File: src/rtl/opmm_pkg.sv
// Package for the outer-product matrix multiply block.
// Holds request codes, status codes, sizes and the command struct.
// No dependencies.
package opmm_pkg;

   localparam int ROWS_DEF  = 4;
   localparam int COLS_DEF  = 32;
   localparam int INNER_DEF = 8;

   localparam int TYPE_W = 3;
   localparam int IDX_W  = 5;
   localparam int VAL_W  = 16;
   localparam int ACC_W  = 40;
   localparam int STAT_W = 2;

   localparam logic [TYPE_W-1:0] REQ_WR_A    = 3'd0;
   localparam logic [TYPE_W-1:0] REQ_WR_B    = 3'd1;
   localparam logic [TYPE_W-1:0] REQ_WR_C    = 3'd2;
   localparam logic [TYPE_W-1:0] REQ_COMPUTE = 3'd3;
   localparam logic [TYPE_W-1:0] REQ_RD_C    = 3'd4;

   localparam logic [STAT_W-1:0] STAT_OK  = 2'd0;
   localparam logic [STAT_W-1:0] STAT_IDX = 2'd1;
   localparam logic [STAT_W-1:0] STAT_SAT = 2'd2;

   // Operation classes decided by the front end
   localparam logic [2:0] OP_NONE = 3'd0;
   localparam logic [2:0] OP_WR_A = 3'd1;
   localparam logic [2:0] OP_WR_B = 3'd2;
   localparam logic [2:0] OP_WR_C = 3'd3;
   localparam logic [2:0] OP_COMP = 3'd4;
   localparam logic [2:0] OP_RD_C = 3'd5;

   typedef struct packed {
      logic [2:0]        op;
      logic              bad_idx;
      logic [IDX_W-1:0]  row;
      logic [IDX_W-1:0]  col;
      logic [VAL_W-1:0]  value;
   } cmd_type;

endpackage

File: src/rtl/opmm_front.sv
// Front end: accepts request items, range-checks and classifies them.
// Depends on opmm_pkg.
module opmm_front #(
   parameter int ROWS  = opmm_pkg::ROWS_DEF,
   parameter int COLS  = opmm_pkg::COLS_DEF,
   parameter int INNER = opmm_pkg::INNER_DEF
) (
   input  logic                          clock,
   input  logic                          reset,
   input  logic                          req_valid,
   output logic                          req_stall,
   input  logic [opmm_pkg::TYPE_W-1:0]   req_type,
   input  logic [opmm_pkg::IDX_W-1:0]    req_row_index,
   input  logic [opmm_pkg::IDX_W-1:0]    req_col_index,
   input  logic signed [opmm_pkg::VAL_W-1:0] req_element_value,
   output logic                          cmd_valid,
   input  logic                          cmd_stall,
   output opmm_pkg::cmd_type             cmd
);
   import opmm_pkg::*;

   localparam int QD = 2;
   cmd_type          q_ff [QD];
   logic [1:0]       cnt_ff, cnt_in;
   logic             wr_ptr_ff, rd_ptr_ff;
   cmd_type          cls;
   logic             push, pop;

   // Classify the incoming item
   always_comb begin
      cls.row   = req_row_index;
      cls.col   = req_col_index;
      cls.value = req_element_value;
      cls.bad_idx = 1'b0;
      case (req_type)
         REQ_WR_A: begin
            cls.op = OP_WR_A;
            cls.bad_idx = ({1'b0, req_row_index} >= 6'(ROWS)) ||
                          ({1'b0, req_col_index} >= 6'(INNER));
         end
         REQ_WR_B: begin
            cls.op = OP_WR_B;
            cls.bad_idx = ({1'b0, req_row_index} >= 6'(INNER)) ||
                          ({1'b0, req_col_index} >= 6'(COLS));
         end
         REQ_WR_C: begin
            cls.op = OP_WR_C;
            cls.bad_idx = ({1'b0, req_row_index} >= 6'(ROWS)) ||
                          ({1'b0, req_col_index} >= 6'(COLS));
         end
         REQ_COMPUTE: cls.op = OP_COMP;
         REQ_RD_C: begin
            cls.op = OP_RD_C;
            cls.bad_idx = ({1'b0, req_row_index} >= 6'(ROWS)) ||
                          ({1'b0, req_col_index} >= 6'(COLS));
         end
         default: cls.op = OP_NONE;
      endcase
   end

   // Two-entry queue toward the back end
   assign req_stall = (cnt_ff == 2'(QD));
   assign push      = req_valid && !req_stall;
   assign cmd_valid = (cnt_ff != 2'd0);
   assign pop       = cmd_valid && !cmd_stall;
   assign cmd       = q_ff[rd_ptr_ff];

   always_comb begin
      cnt_in = cnt_ff;
      if (push && !pop) cnt_in = cnt_ff + 2'd1;
      else if (pop && !push) cnt_in = cnt_ff - 2'd1;
   end

   always_ff @(posedge clock) begin
      if (reset) begin
         cnt_ff    <= '0;
         wr_ptr_ff <= 1'b0;
         rd_ptr_ff <= 1'b0;
      end else begin
         cnt_ff <= cnt_in;
         if (push) wr_ptr_ff <= !wr_ptr_ff;
         if (pop)  rd_ptr_ff <= !rd_ptr_ff;
      end
      if (push) q_ff[wr_ptr_ff] <= cls;
   end
endmodule

File: config.mk
export PLATFORM = sky130hd
export DESIGN_NAME = opmm_front
export DESIGN_NICKNAME = d
export VERILOG_FILES = /design/src/rtl/opmm_pkg.sv /design/src/rtl/opmm_front.sv
export SDC_FILE = /design/constraint.sdc
export NUM_CORES = 1
export LEC_CHECK = 0
export BUFFER_PORTS_ARGS = -buffer_cell sky130_fd_sc_hd__clkbuf_2
export CORE_ASPECT_RATIO = 1.75
export CORE_MARGIN = 5
export CORE_UTILIZATION = 50
export DETAILED_ROUTE_END_ITERATION = 6
export PLACE_DENSITY = 0.84
export SLEW_MARGIN = 20
export SYNTH_ARGS = -nofsm -noshare
export SYNTH_HDL_FRONTEND = slang
export SYNTH_SLANG_ARGS = --single-unit
File: constraint.sdc
create_clock -name clock -period 2 [get_ports clock]
set_input_delay 0.4 -clock clock [delete_from_list [all_inputs] [get_ports clock]]
set_output_delay 0.4 -clock clock [all_outputs]
set_load 0.1 [all_outputs]
==> reports/qor.yml <==
setup_path:
  cp_slowest_cell: "mux2_2"
  cp.required_ns: 1.60
  r2r_slack_ns: 0.45
  critPathBufInv: 2
  worstSetupStartpointType: "flip-flop"
  critPathTopFamily: "buffers and inverters"
  r2r-end: "cnt_ff[1]$_SDFFE_PP0P_"
  r2r_start: "cnt_ff[1]$_SDFFE_PP0P_"
  worstPathCellList: "buf_4, mux2_2, buf_12"
  crit_fanout: 19
  slowest_delay_ns: 0.41
  ff2ff_path_depth: 5
  cp-end-kind: "primary output"
  critical_path_class: "flip-flop to primary output"
  cp.arrival_ns: 1.52
global_route:
  grt_pass1_vias: 1521
  track_usage: 0.156
  grt_max_degree: 31
  antenna_found_initial: 0
  overflow: 0
  grt_pass1_wl_um: 7410
placement:
  placed_area_um2: 3320
  dp_hpwl_um: 3320
  numPortBuffers: 64
  dpl.cell_count: 246
  gp_congestion: 0.711
sta:
  relSlewSlack: 0.640
  drv_slew: 0
  period_needed_ns: 1.92
  setup_tns_ns: 0
  setup_viol: 0
  period_share: 0.961
  holdWs_ns: 0.256
  rsz0062_at_grt: "no"
  fmax_mhz: 520
  worst_pin_slew_ns: 0.542
  finalHoldViolations: 0
  skew_ns: 0.00426
finish:
  final_cell_area_um2: 3490
  syn_to_final_growth_pct: 43.2
  drive_gt1_frac: 0.531
  stdcell_count: 261
  fillCellCount: 294
  final_nets: 239
  antenna_cells: 0
logic_synthesis:
  synth_edf_count: 60
  syn_nets: 163
  postSynthAreaPerCell_um2: 18.9
  synth_top_flop_cell: "edfxtp_1"
  synth_top_area_cell: "edfxtp_1"
  synth-seq-cells: 65
  synthTopCellsByArea: "edfxtp_1, mux2_2, dfxtp_1"
  synth.most_common_cell: "edfxtp_1"
  synthCells: 129
  netlist_area_um2: 2440
  synth_top_area_share: 0.738
  synthTopCellsByCount: "edfxtp_1, mux2_2, nor2_1"
  yosysSeqAreaShare: 0.779
  synthArstFlopShare: 0
  yosys_warnings: 0
  synth_cell_types: 21
floorplan:
  dieWidth_um: 62.8
  rows: 33
  start_util: 0.518
  dieArea_um2: 6430
  die_y_um: 102
  core_um2: 4710
  io_pins: 65
power_and_ir_drop:
  pwr-share-clk: 0.163
  leakagePower_uw: 0.00134
  switching_share: 0.441
  p_sw_uw: 2670
  p_comb_frac: 0.542
  peakVddDrop_mv: 1.42
  intPower_uw: 3380
  power.density_nw_per_um2: 1730
  power_frac_seq: 0.295
cts:
  cts_resized: 0
  htreeDepth: 3
  cts_sinks: 65
  clk_pin_slew_ns: 0.06
  numCtsBuffers: 9
  cts-root-buf: "clkbuf_8"
  hold_buffers: 0
  cts_buffer_depth: 2
  cts_tree: "done"
  post_cts_buffers: 0
  clk_latency_ns: 0.33
hold_path:
  worst_hold_path.endpoint: "q_ff[1][18]$_DFFE_PP_"
  hold_class: "input pin to flip-flop"
  hp-start: "req_col_index[2]"
  min_path_cells: 1
detailed_routing:
  via_count: 1374
  wl_per_cell_um: 17.9
  drc_errors: 0
  drt_iter0_drc: 33
  drt_pass1_iterations: 4
  ant_nets: 0
  vias_per_cell: 5.26
  routed_wl_um: 4680
run:
  max_cap_viol_count: 0
outcome:
  status: "finished clean"
[sequential cells by signal (all words and copies together), names as in the netlist, named ones only]
register   flops
rd_ptr_ff      1
cnt_ff         2
q_ff          60
wr_ptr_ff      1
[power groups by stage]
stage	sequential [uW]	combinational, uW	clock (uW)
detailed placement	1810	3300	0
global placement	1800	3250	0
global route	1800	3380	1080
floorplan	1800	2160	0
finish	1780	3280	985
CTS	1790	3310	1020
[worst max-delay path by stage]
stage / slack [ns] / endpoint / cells past startpoint / start
after CTS: 0.03 / cmd[5] / 3 / flip-flop
after global routing: 0.006 / cmd[5] / 3 / flip-flop
after detailed placement: 0.41 / cmd[5] / 3 / flip-flop
after floorplan: 0.05 / q_ff[0][0]$_DFFE_PP_ / 3 / cnt_ff[0]$_SDFFE_PP0P_
after global placement: 0.45 / cmd[3] / 3 / flip-flop
final: 0.08 / cmd[6] / 3 / flip-flop
[placed cells by master (no fill, tap or decap)]
cell type	count
edfxtp_1	60
clkbuf_2	34
buf_12	32
mux2_2	30
clkbuf_8	9
nor2_1	6
dfxtp_1	5
o21ai_0	4
clkinv_1	4
a21oi_1	3
xor2_1	3
inv_1	2
or3_1	2
buf_4	2
nor2b_4	1
o21bai_1	1
o31ai_1	1
o211ai_1	1
nand2b_1	1
nand2_1	1
o22ai_1	1
xnor2_1	1
or2_2	1
and2_1	1
ha_1	1
bufinv_16	1
clkinv_2	1
[logic make-up after synthesis]
kind of cell | Yosys count | synth area share
muxes | 30 | 0.138
AOI/OAI and AO/OA | 11 | 0.0262
DFF | 65 | 0.779
buffers and inverters | 5 | 0.00923
adders and majority gates | 1 | 0.00513
and+or+nand+nor | 13 | 0.0272
xor gates and xnor gates | 4 | 0.0144
[per-stage QoR]
stage          total power [uW]  utilization  worst slack, ns
2_1_floorplan              3950            -           0.0488
3_3_place_gp               5050        0.705            0.453
3_5_place_dp               5110        0.705            0.410
4_1_cts                    6110        0.742           0.0292
5_1_grt                    6260        0.742          0.00612
6_report                   6050        0.742           0.0776
[cell type report]
cell class / instances / area [um^2] / share of cell area
inverters: 2 / 7.51 / 0.00215
well taps: 52 / 65.1 / 0.0186
repair buffers: 68 / 826 / 0.236
clock buffers: 9 / 124 / 0.0354
multi-input cells: 59 / 520 / 0.149
clock inverters: 6 / 50.0 / 0.0143
flip-flops and latches: 65 / 1900 / 0.544
[per-layer routing]
layer	share of wire	vias up	track usage
li1	-	649	-
met1	0.37	676	0.157
met2	0.56	40	0.282
met3	0.055	9	0.0583
met4	0.016	0	0.0735
met5	0	-	0
Power figures use the tool's default switching activity.
